$ cat config.mk
export PLATFORM = sky130hd
export DESIGN_NAME = gfti_lerp
export DESIGN_NICKNAME = d
export VERILOG_FILES = /design/src/hdl/gfti_lerp.sv
export SDC_FILE = /design/constraint.sdc
export NUM_CORES = 2
export LEC_CHECK = 0
export CORE_ASPECT_RATIO = 0.8
export CORE_MARGIN = 1.5
export CORE_UTILIZATION = 45
export DETAILED_ROUTE_END_ITERATION = 8
export DONT_BUFFER_PORTS = 1
export SLEW_MARGIN = 5
export SYNTH_ARGS = -nofsm -noshare
export SYNTH_HDL_FRONTEND = slang
export SYNTH_SLANG_ARGS = --single-unit
$ cat constraint.sdc
create_clock -name clk -period 13.35 [get_ports clk]
set_input_delay 2.67 -clock clk [delete_from_list [all_inputs] [get_ports clk]]
set_output_delay 2.67 -clock clk [all_outputs]
set_load 0.02 [all_outputs]
$ cat src/hdl/gfti_lerp.sv
`timescale 1ns / 1ps
`default_nettype none
// Two-stage linear blend round((a*(S-l) + b*l) / S), ties toward plus infinity.
// Depends on nothing but its parameters.
module gfti_lerp #(
  parameter int W          = 32,
  parameter int LEVER_BITS = 16
) (
  input  wire logic                  clk,
  input  wire logic                  en,
  input  wire logic signed [W-1:0]   a,
  input  wire logic signed [W-1:0]   b,
  input  wire logic [LEVER_BITS-1:0] l,
  output logic signed [W-1:0]        r
);

  localparam int PW = W + LEVER_BITS + 2;
  localparam logic [LEVER_BITS:0] SCALE = {1'b1, {LEVER_BITS{1'b0}}};
  localparam logic signed [PW-1:0] HALF = PW'(SCALE >> 1);

  logic signed [LEVER_BITS+1:0] wa;
  logic signed [LEVER_BITS+1:0] wb;
  logic signed [PW-1:0]         pa;
  logic signed [PW-1:0]         pb;
  logic signed [PW-1:0]         sum;

  assign wa  = $signed({1'b0, SCALE - {1'b0, l}});
  assign wb  = $signed({2'b00, l});
  assign sum = pa + pb + HALF;

  always_ff @(posedge clk) begin
    if (en) begin
      pa <= PW'(a * wa);
      pb <= PW'(b * wb);
      // The blend stays between a and b, so the low W bits above the
      // fraction are the whole result.
      r  <= sum[LEVER_BITS +: W];
    end
  end

endmodule
`default_nettype wire

* Yosys cells after proc, flatten, opt, wreduce, memory -nomap -nowiden
Index checks and enable logic that the tools add are counted.
Storage, ports and cells: output and inout bits 32, flip-flop bits (word level) 128, input bits 82, logic and storage cells 8
Cells by class: $mul 2, add/subtract/negate cells 3
Operators with widths (count):
- $add A48 B17 Y48 const B | 1
- $add A48 B48 Y48 | 1
- $mul A32 B17 Y48 | 1
- $mul A32 B18 Y48 | 1
- $sub A17 B16 Y17 const A | 1

* Logic depth before layout (Yosys ltp)
depth after elaboration 2, depth in mapped cells 31, mapped depth without buffers 28

* Worst setup path after synthesis
No wires, ideal clock.
path kind in2reg, start in l[3], end reg pa[46], data pin, path buffers 2, path slack 3368 ps, data required time 13088 ps, data arrival time 9720 ps, cell stages on the path 28, setup time 262 ps, cells stage by stage clkbuf_1 > or4_1 > nand2b_1 > nand2b_1 > nor2_1 > xnor2_1 > clkbuf_1 > nand2_1 > fa_1 > inv_1 > fa_1 > fa_1 > fa_1 > fa_1 > inv_1 > fa_1 > inv_1 > ha_1 > a21o_1 > a21o_1 > a21oi_1 > o21ai_0 > a221o_1 > a31oi_1 > a21oi_1 > a2111oi_0 > o21bai_1 > xor2_1
On the way: longest elaborated chain between the ends 2
RTL lines:
- start, declared | RTL line 13 | input wire logic [LEVER_BITS-1:0] l,
- $sub A17 B16 Y17 | RTL line 27 | assign wa = $signed({1'b0, SCALE - {1'b0, l}});
- $mul A32 B18 Y48 | RTL line 33 | pa <= PW'(a * wa);
- end signal, assigned | RTL line 33
- end, declared | RTL line 23 | logic signed [PW-1:0] pa;
Every way passes these cells. A chain may end at the register's enable or synchronous reset.

* Worst setup path after layout
start in l[0], end reg pa[46], data pin
The elaborated chain is that of the path after synthesis.

==> metrics <==
Worst Path Arrival=~11000 ps; pin count of the biggest net entering global routing=between 100 and 150; Synthesized Nets=between 5000 and 6000; min-delay worst type=register to register; initial cell density of the core=between 40 and 50%; Clock transition at path regs=roughly 60 ps; # rows=100; Clock Root Buffer=clkbuf_16; I/O Buffers=0; Antenna Nets Post-Route=0; grt met1 use=approximately a third; footprint of the multi-input gates=33800 sq um; setup_tns=0 ps; crit share post-route=81.2%; Slew Limit Fails=0; cts repair resizes=0; Rel. slew slack=between 30% and 40%; clock sink total=approximately 130; Layout Nets=just under 6000; Slew @ Worst Pin=between 1000 and 1500 ps; IO Count=approximately 110; syn_area_per_cell=9.39 sq um; final worst slack=around 2500 ps; ratio of cells with drive above 1 in the final layout=1.76%; synth warn=0; Register Area=a little under 4000 sq um; core area=slightly above 90000 sq um; Final Hold Fails=0; H-tree depth=4; WP data required=roughly 14000 ps; RSZ-0062 raised after global routing=no; die area=96000 sq um; DRC viols=0; startpoint class of the critical path=input port; global-route usage over all layers=between 20% and 30%; length of the first detailed-routing pass in iterations=5; setup bufs post-CTS=0; vias per cell=just over 5; CP Capture Type=register; Clock Latency Late Sink=about 500 ps; share of synthesized flip-flops with an asynchronous set or reset=0%; Synth Instances=between 4000 and 5000; total gr overflow=0; Yosys reg bits=128; busiest layer in global routing=met2; Total Wirelength=between 100000 and 150000 um; max_cap viols=0; register area share after synthesis=9.08%; outcome=finished, final reports clean; via count=slightly below 30000; Area Overhead vs Synth=4.21%; EDFF count, synth=roughly 130; Max Freq=between 0.09 and 0.1 GHz; CTS Buf Count=25; CTS tree=yes; antenna violations before repair=8; gpl congestion=~0.87; skew final=about 25 ps; Die H=about 280 um; final setup fails=0; met2 GRT Util=37.2%; crit path kind=input port to register; min Tclk post-route=between 10000 and 15000 ps; DIE WIDTH=roughly 350 um; GR Util met3=under 10%; FILL cells=approximately 9000; vias in the first global route=between 30000 and 40000; DRT iter0 DRCs=roughly 1700; final HPWL from detailed placement=82800 um; Top FF cell, synth=edfxtp_1; # hold bufs at CTS=0; post-synthesis cell area=roughly 42000 sq um; Yosys cell types=between 60 and 70; crit-path max FO=67; clk buf depth=3; post-DR wirelength/cell=18.3 um; first-pass GRT wire length=172000 um; pre-CTS setup slack=between 2000 and 2500 ps
[Yosys cell counts, types with 16 or more instances]
cell type	count	area [sq um]
ha_1	319	3990
nor3_1	25	125
xor2_1	29	254
and2_1	439	2750
o21a_1	27	203
a21o_1	65	488
fa_1	993	19900
nor2_1	78	293
nand2b_1	19	119
and3_1	22	138
o21ai_0	51	255
a21oi_1	87	435
nand2_1	657	2470
clkbuf_1	181	679
inv_1	1113	4180
nand3_1	17	85.1
edfxtp_1	128	3840
nand4_1	16	100
xnor2_1	107	937
[worst paths after layout]
kind                              from  slack, ps      to  depth (start not counted)
worst max-delay path              l[0]       2510  pa[46]                         26
worst min-delay path            pb[47]        760   r[31]                          2
worst max register to register   pa[2]       9250   r[31]                         12
worst min register to register  pb[47]        760   r[31]                          2
[cell usage in the layout (no fill, tap or decap), drive strengths merged, types with 4 or more instances in the layout]
| cell | count |
|---|---|
| xor2 | 29 |
| and4 | 4 |
| a21oi | 88 |
| o21ai | 57 |
| nand2b | 19 |
| nand2 | 657 |
| fa | 993 |
| edfxtp | 128 |
| clkinv | 4 |
| a21o | 65 |
| a31oi | 8 |
| and2 | 439 |
| or4 | 4 |
| o21bai | 13 |
| xnor2 | 107 |
| a211oi | 11 |
| nor2 | 78 |
| ha | 319 |
| or3 | 5 |
| nor3 | 25 |
| a221oi | 4 |
| buf | 16 |
| nand4 | 16 |
| and3 | 22 |
| nor2b | 13 |
| a211o | 6 |
| o21a | 27 |
| inv | 1113 |
| clkbuf | 27 |
| a221o | 5 |
| nor4 | 7 |
| nand3 | 18 |
| o31ai | 5 |
[routing by layer]
layer  share of wire (%)  vias up  wire length [um]
met1                  45    15188             46400
li1                    -    13012                 -
met2                  48      619             49300
met4                 1.2        0              1250
met5                   0        -                 0
met3                 5.4       70              5530
[per-stage QoR]
stage	hold slack, ps	instances	util [%]	instance area, sq um
6_report	760	5598	47.4	44100
5_1_grt	783	5597	47.4	44100
4_1_cts	770	5597	47.4	44100
3_5_place_dp	748	5564	46.7	43400
3_3_place_gp	714	5564	46.7	43400
2_1_floorplan	632	4509	-	42300
[final cells by class]
class / count / share of cell area [%]
multi-input cells: 3083 / 76.5
well taps: 1224 / 3.47
repair buffers: 16 / 0.272
clock inverters: 6 / 0.122
diodes: 1 / 0.00567
clock buffers: 27 / 1.43
inverters: 1113 / 9.47
flip-flops and latches: 128 / 8.71
[sequential cells by signal (all words and copies together) (netlist names)]
register	count
pa	48
pb	48
r	32
[worst max-delay path: stages]
cell and delay, ps:
or4_1 540, nand2b_1 510, nand2b_1 380, nor4_1 370
xnor2_2 150, buf_4 400, and2_1 220, fa_1 440
fa_1 560, fa_1 420, fa_1 460, fa_1 490
inv_1 50, fa_1 470, inv_1 40, ha_1 340
a21o_1 180, a21o_1 170, a21oi_1 130, o21ai_0 170
a221o_1 480, a31oi_1 360, a21oi_1 270, a2111oi_0 470
o21bai_1 130, xor2_1 150
[logic make-up after synthesis]
logic type	synth area share, %
compound gates	5.22
xor+xnor	2.81
fa+ha+maj	56.4
buf+inv	11.5
flops	9.08
simple gates	15.0
Power is not shown: default switching activity piles up to over one toggle a cycle in this logic, so the estimate is an artifact.
