[config.mk]
export PLATFORM = sky130hd
export DESIGN_NAME = gfti_axis
export DESIGN_NICKNAME = d
export VERILOG_FILES = /design/src/hdl/gfti_pkg.sv /design/src/hdl/gfti_axis.sv
export SDC_FILE = /design/constraint.sdc
export NUM_CORES = 2
export LEC_CHECK = 0
export BUFFER_PORTS_ARGS = -buffer_cell sky130_fd_sc_hd__buf_2
export CORE_UTILIZATION = 25
export DETAILED_ROUTE_END_ITERATION = 12
export SYNTH_ARGS = -nofsm -noshare
export SYNTH_HDL_FRONTEND = slang
export SYNTH_SLANG_ARGS = --single-unit
[constraint.sdc]
create_clock -name clk -period 16.8 [get_ports clk]
set_input_delay 3.36 -clock clk [delete_from_list [all_inputs] [get_ports clk]]
set_output_delay 3.36 -clock clk [all_outputs]
set_load 0.03 [all_outputs]
[src/hdl/gfti_pkg.sv]
`timescale 1ns / 1ps
`default_nettype none
// Shared constants and codes for the trilinear field-map interpolator.
// Used by gfti_axis, gfti_bank and the top level; depends on nothing.
package gfti_pkg;

  localparam int ADDR_W   = 15;   // node table address width
  localparam int POS_W    = 32;   // Q11.20 positions and origins
  localparam int CFG_W    = 32;   // widest configuration register
  localparam int CFG_AW   = 3;    // configuration register index width
  localparam int FRAC_W   = 36;   // fraction bits of position * inv_spacing
  localparam int OUT_W    = 32;   // width of each result component
  localparam int NCOMP    = 6;    // Ex, Ey, Ez, Bx, By, Bz
  localparam int IN_DATA_W  = 304;
  localparam int OUT_DATA_W = 192;

  typedef enum logic [CFG_AW-1:0] {
    CFG_ORIGIN_X = 3'd0,
    CFG_ORIGIN_Y = 3'd1,
    CFG_ORIGIN_Z = 3'd2,
    CFG_INV_X    = 3'd3,
    CFG_INV_Y    = 3'd4,
    CFG_INV_Z    = 3'd5
  } cfg_idx_t;

  localparam logic FUNC_LOAD  = 1'b0;
  localparam logic FUNC_QUERY = 1'b1;

  localparam logic [CFG_W-1:0] INV_RESET = 32'd65536;

endpackage
`default_nettype wire

[src/hdl/gfti_axis.sv]
`timescale 1ns / 1ps
`default_nettype none
// One axis of the cell lookup: offset, scale, range check, index and lever.
// Three register stages; depends on gfti_pkg.
module gfti_axis #(
  parameter int GRID       = 32,
  parameter int LEVER_BITS = 16
) (
  input  wire logic                             clk,
  input  wire logic                             en,
  input  wire logic signed [gfti_pkg::POS_W-1:0] pos,
  input  wire logic signed [gfti_pkg::POS_W-1:0] org,
  input  wire logic        [gfti_pkg::POS_W-1:0] inv,
  output logic             [$clog2(GRID)-1:0]   idx,
  output logic             [LEVER_BITS-1:0]     lev,
  output logic                                  ok
);
  import gfti_pkg::*;

  localparam int IW = $clog2(GRID);
  localparam int HI_W = 2 * POS_W - FRAC_W;

  logic signed [POS_W:0]   diff;
  logic        [POS_W-1:0] mag;
  logic                    neg1;
  logic [2*POS_W-1:0]      prod;
  logic                    neg2;

  assign diff = {pos[POS_W-1], pos} - {org[POS_W-1], org};

  always_ff @(posedge clk) begin
    if (en) begin
      neg1 <= diff[POS_W];
      mag  <= diff[POS_W] ? POS_W'(-diff) : diff[POS_W-1:0];
      prod <= {{POS_W{1'b0}}, mag} * {{POS_W{1'b0}}, inv};
      neg2 <= neg1;
      // A negative offset is only allowed when it scales to exactly zero.
      ok   <= !(neg2 && (prod != '0)) &&
              (prod[2*POS_W-1:FRAC_W] <= HI_W'(GRID - 2));
      idx  <= prod[FRAC_W +: IW];
      lev  <= prod[FRAC_W-1 -: LEVER_BITS];
    end
  end

endmodule
`default_nettype wire

# Yosys cells after proc, flatten, opt, wreduce, memory -nomap -nowiden
# Cells that the tools add are included.
# totals
reg_bits	120
output_inout_bits	22
wordCells	16
# op_classes
add_sub_neg	2
n_mul	1
order_cmp	1
n_mux	1
reduce_logical	4
# op_table
cell	count
multiplier 32 x 32 -> 64 bit	1
nonzero test 64 bit	1
subtractor 32 x 32 -> 33 bit	1
two-way mux 32 bit	1
negator 32 bit	1
less-or-equal comparator 28 x 5 -> 1 bit, second input constant	1
logical AND 1 bit	2
zero test 1 bit	1

# Longest topological paths before layout
# depth
depth_word	4
depth_mapped	30
mapped_depth_nobuf	28

# Least setup slack after synthesis
# OpenSTA, ideal clock, no wires.
# synth_timing
path_kind	in2reg
from	input inv[6] (netlist bit)
to	register prod[63] (data pin)
setup_time_ps	264
arrival_ps	10292
required_ps	16536
setup_slack_ps	6245
cell_stages	28
path_buffers	2
path_cell_list	clkbuf_1 > and2_1 > fa_1 > fa_1 > fa_1 > inv_1 > fa_1 > inv_1 > fa_1 > inv_1 > fa_1 > inv_1 > fa_1 > inv_1 > fa_1 > inv_1 > ha_1 > clkbuf_1 > nand2_1 > o21ai_0 > a31oi_1 > or2_2 > o211a_1 > o41ai_1 > a21oi_1 > a21oi_1 > a221oi_1 > xnor2_1
# synth_between
elab_chain_cells	1
# synth_rtl
item	line_no	source
start, declared	gfti_axis.sv:13	input wire logic [gfti_pkg::POS_W-1:0] inv,
multiplier 32 x 32 -> 64 bit	gfti_axis.sv:35	prod <= {{POS_W{1'b0}}, mag} * {{POS_W{1'b0}}, inv};
end signal, assigned	gfti_axis.sv:35	
end, declared	gfti_axis.sv:26	logic [2*POS_W-1:0] prod;
# No other way between the ends.
# A chain may end at the register's enable or synchronous reset.

# Worst setup path after layout
# layout_timing
from	input inv[3] (netlist bit)
to	register prod[63] (data pin)
# Same word-level chain as after synthesis.

==> run_results.csv <==
group,metric,value,unit
detailed_routing,drc,0,
timing,fin_crit,11.20,ns
yosys,synth.avg_cell_area,9.39,um2
die,die-area,0.159,mm2
grt,grt_overflow,0,
yosys,synth_cell_types,71,
finish,drive_above_1_share,0.0513,
timing,rsz0062_at_grt,"false",
setup_path,critPathRequiredTime,17.03,ns
grt,grt_max_degree,65,
setup_path,crit_arrival,11.43,ns
timing,max_freq,89.3,MHz
setup_path,cpMostUsedCell,"fa_1",
die,ios,120,
place,routabilityCongestion,0.869,
yosys,synth_commonest_cells,"inv_1, fa_1, nand2_1",
clock_tree,numClockSinks,120,
clock_tree,cts_max_level,4,
yosys,synth_area_leaders,"fa_1, ha_1, edfxtp_1",
timing,relSlewSlack,0.356,
finish,syn2layout_area_growth,8.22,%
yosys,async_flop_share,0,
run_status,status,"finished, final reports clean",
yosys,yosysWarnings,0,
detailed_routing,dr.pass1.iters,5,
detailed_routing,avgViaCountPerCell,4.53,
detailed_routing,drt_iter0_markers,1623,
clock_tree,cts-buffers-inserted,17,
yosys,postSynthCellCount,4190,
die,std_cell_rows,145,
yosys,synth_most_common_cell,"inv_1",
detailed_routing,vias,28100,
setup_path,critPathCaptureType,"flip-flop",
place,io_buffers,119,
clock_tree,clk_pin_slew_worst_paths,0.06,ns
grt,grt_pass1_wl,175000,um
yosys,synth-edff-count,120,
clock_tree,cts_max_path_buffers,2,
hold_path,hold_path.class,"flip-flop to flip-flop",
grt,antenna_found_initial,15,
detailed_routing,wire_per_inst,17.6,um
setup_path,worstSetupPathType,"input port to flip-flop",
grt,grt_util_all_layers,0.143,
yosys,yosysSeqAreaShare,0.0916,
clock_tree,cts_setup_buffers,0,
yosys,ys_ff_latch,120,
die,dieWidth,399,um
timing,min_period_over_period,0.667,
grt,grt_pass1_vias,30700,
timing,setup_violations,0,
clock_tree,cts-resized-gates,0,
place,hpwl,85000,um
yosys,synth_area,0.0393,mm2
clock_tree,clock_latency,0.49,ns
setup_path,cp_max_fo,32,
yosys,synth_top_area_share,0.456,
timing,hold_viol,0,
clock_tree,root_buffer,"clkbuf_16",
setup_path,cpMaxStageDelayCell,"o41ai_1",
die,die_h,399,um
flow_run,maxCapViolCount,0,
timing,maxSlewViolCount,0,
die,core_area,0.156,mm2
clock_tree,cts_tree,"yes",
setup_path,slowest_delay,0.85,ns
finish,nNetsFinal,5430,
timing,final.setup.tns,0,ns
die,initial_utilization,0.252,
yosys,synth_ff_type,"edfxtp_1",
detailed_routing,antenna_left,0,
yosys,syn_nets,5481,
timing,fin_skew,0.0202,ns
yosys,yosysTopAreaCell,"fa_1",
clock_tree,holdBufCountCts,0,
timing,tightest_slew,0.962,ns
detailed_routing,wirelength,109000,um
setup_path,cp-start-kind,"input port",
==> routing by layer <==
metal  global-route usage  vias to the layer above  share of wire  wire, um
met3               0.0232                      162          0.056      6140
met1                0.180                    14700           0.41     44900
met4               0.0415                        8          0.027      2970
met2                0.251                      815           0.51     55400
met5                    0                        -        0.00047        51
li1                     -                    12500              -         -
==> worst max-delay path, delay by kind of cell <==
family,cells,cell delay [ns]
XOR/XNOR,1,0.15
AND/OR/NAND/NOR,3,0.62
adder cells (fa/ha/maj),9,4.32
buffers and inverters,7,0.83
AO/OA/AOI/OAI,7,2.14
==> layout make-up <==
cell class,instances,area (um2)
fillers,16600,114000
multi-input cells,2937,31500
flip-flops and latches,120,3600
inverters,909,3410
well taps,2058,2570
repair buffers,154,865
clock buffers,17,425
clock inverters,15,191
diodes,3,7.51
==> per-stage QoR <==
| step | instance area, um2 | worst slack (ns) | std cells | utilization | hold slack, ns |
|---|---|---|---|---|---|
| after global placement | 41900 | 5.17 | 6178 | 0.269 | 0.438 |
| after global routing | 42600 | 5.22 | 6210 | 0.272 | 0.475 |
| final | 42600 | 5.60 | 6213 | 0.273 | 0.453 |
| after detailed placement | 41900 | 5.17 | 6178 | 0.269 | 0.439 |
| after CTS | 42600 | 5.68 | 6210 | 0.272 | 0.456 |
| after floorplan | 39300 | 6.24 | 4190 | - | 0.400 |
==> cell usage in the layout (no fill, tap or decap), types with 7 or more instances in the layout <==
master | netlist | routed
a211oi_1 | 9 | 9
a21o_1 | 47 | 47
a21oi_1 | 92 | 92
a31oi_1 | 20 | 20
and2_1 | 552 | 552
and3_1 | 13 | 13
buf_2 | 1 | 118
buf_4 | 0 | 35
clkbuf_16 | 0 | 17
edfxtp_1 | 120 | 120
fa_1 | 897 | 897
ha_1 | 296 | 296
inv_1 | 909 | 909
nand2_1 | 566 | 566
nand3_1 | 23 | 23
nand4_1 | 25 | 25
nor2_1 | 47 | 47
nor2b_1 | 16 | 16
nor3_1 | 22 | 22
nor4_1 | 16 | 16
o211ai_1 | 8 | 8
o21a_1 | 8 | 8
o21ai_0 | 42 | 42
o21ai_1 | 11 | 10
o21bai_1 | 17 | 17
o31ai_1 | 7 | 7
xnor2_1 | 75 | 75
xor2_1 | 39 | 39
==> final timing paths <==
kind | cells past startpoint | slack [ns] | from | endpoint
worst max-delay path | 27 | 5.60 | inv[3] | prod[63]$_DFFE_PP_
worst max register to register | 27 | 7.85 | mag[16]$_DFFE_PP_ | prod[63]$_DFFE_PP_
worst min register to register | 0 | 0.45 | prod[33]$_DFFE_PP_ | lev[13]$_DFFE_PP_
worst min-delay path | 0 | 0.45 | prod[33]$_DFFE_PP_ | lev[13]$_DFFE_PP_
==> sequential cells by signal, indices dropped and copies added (netlist names) <==
name and count:
neg1 1, prod 64, ok 1, mag 32, lev 16, neg2 1, idx 5
==> logic make-up (layout without fill, tap and decap cells) <==
kind of cell               after synthesis  in the layout  share of synthesized area
buffers and inverters                 1133           1095                      0.108
xor gates and xnor gates               114            114                     0.0254
and+or+nand+nor                       1309           1309                      0.170
DFF                                    120            120                     0.0916
adders and majority gates             1193           1193                      0.551
other                                    0              3                          0
AOI/OAI and AO/OA                      320            320                     0.0545
muxes                                    1              1                   0.000254
Power is left out: the tool's default activity adds up to more than one toggle a clock period on the data nets, which glitch-free logic cannot reach.
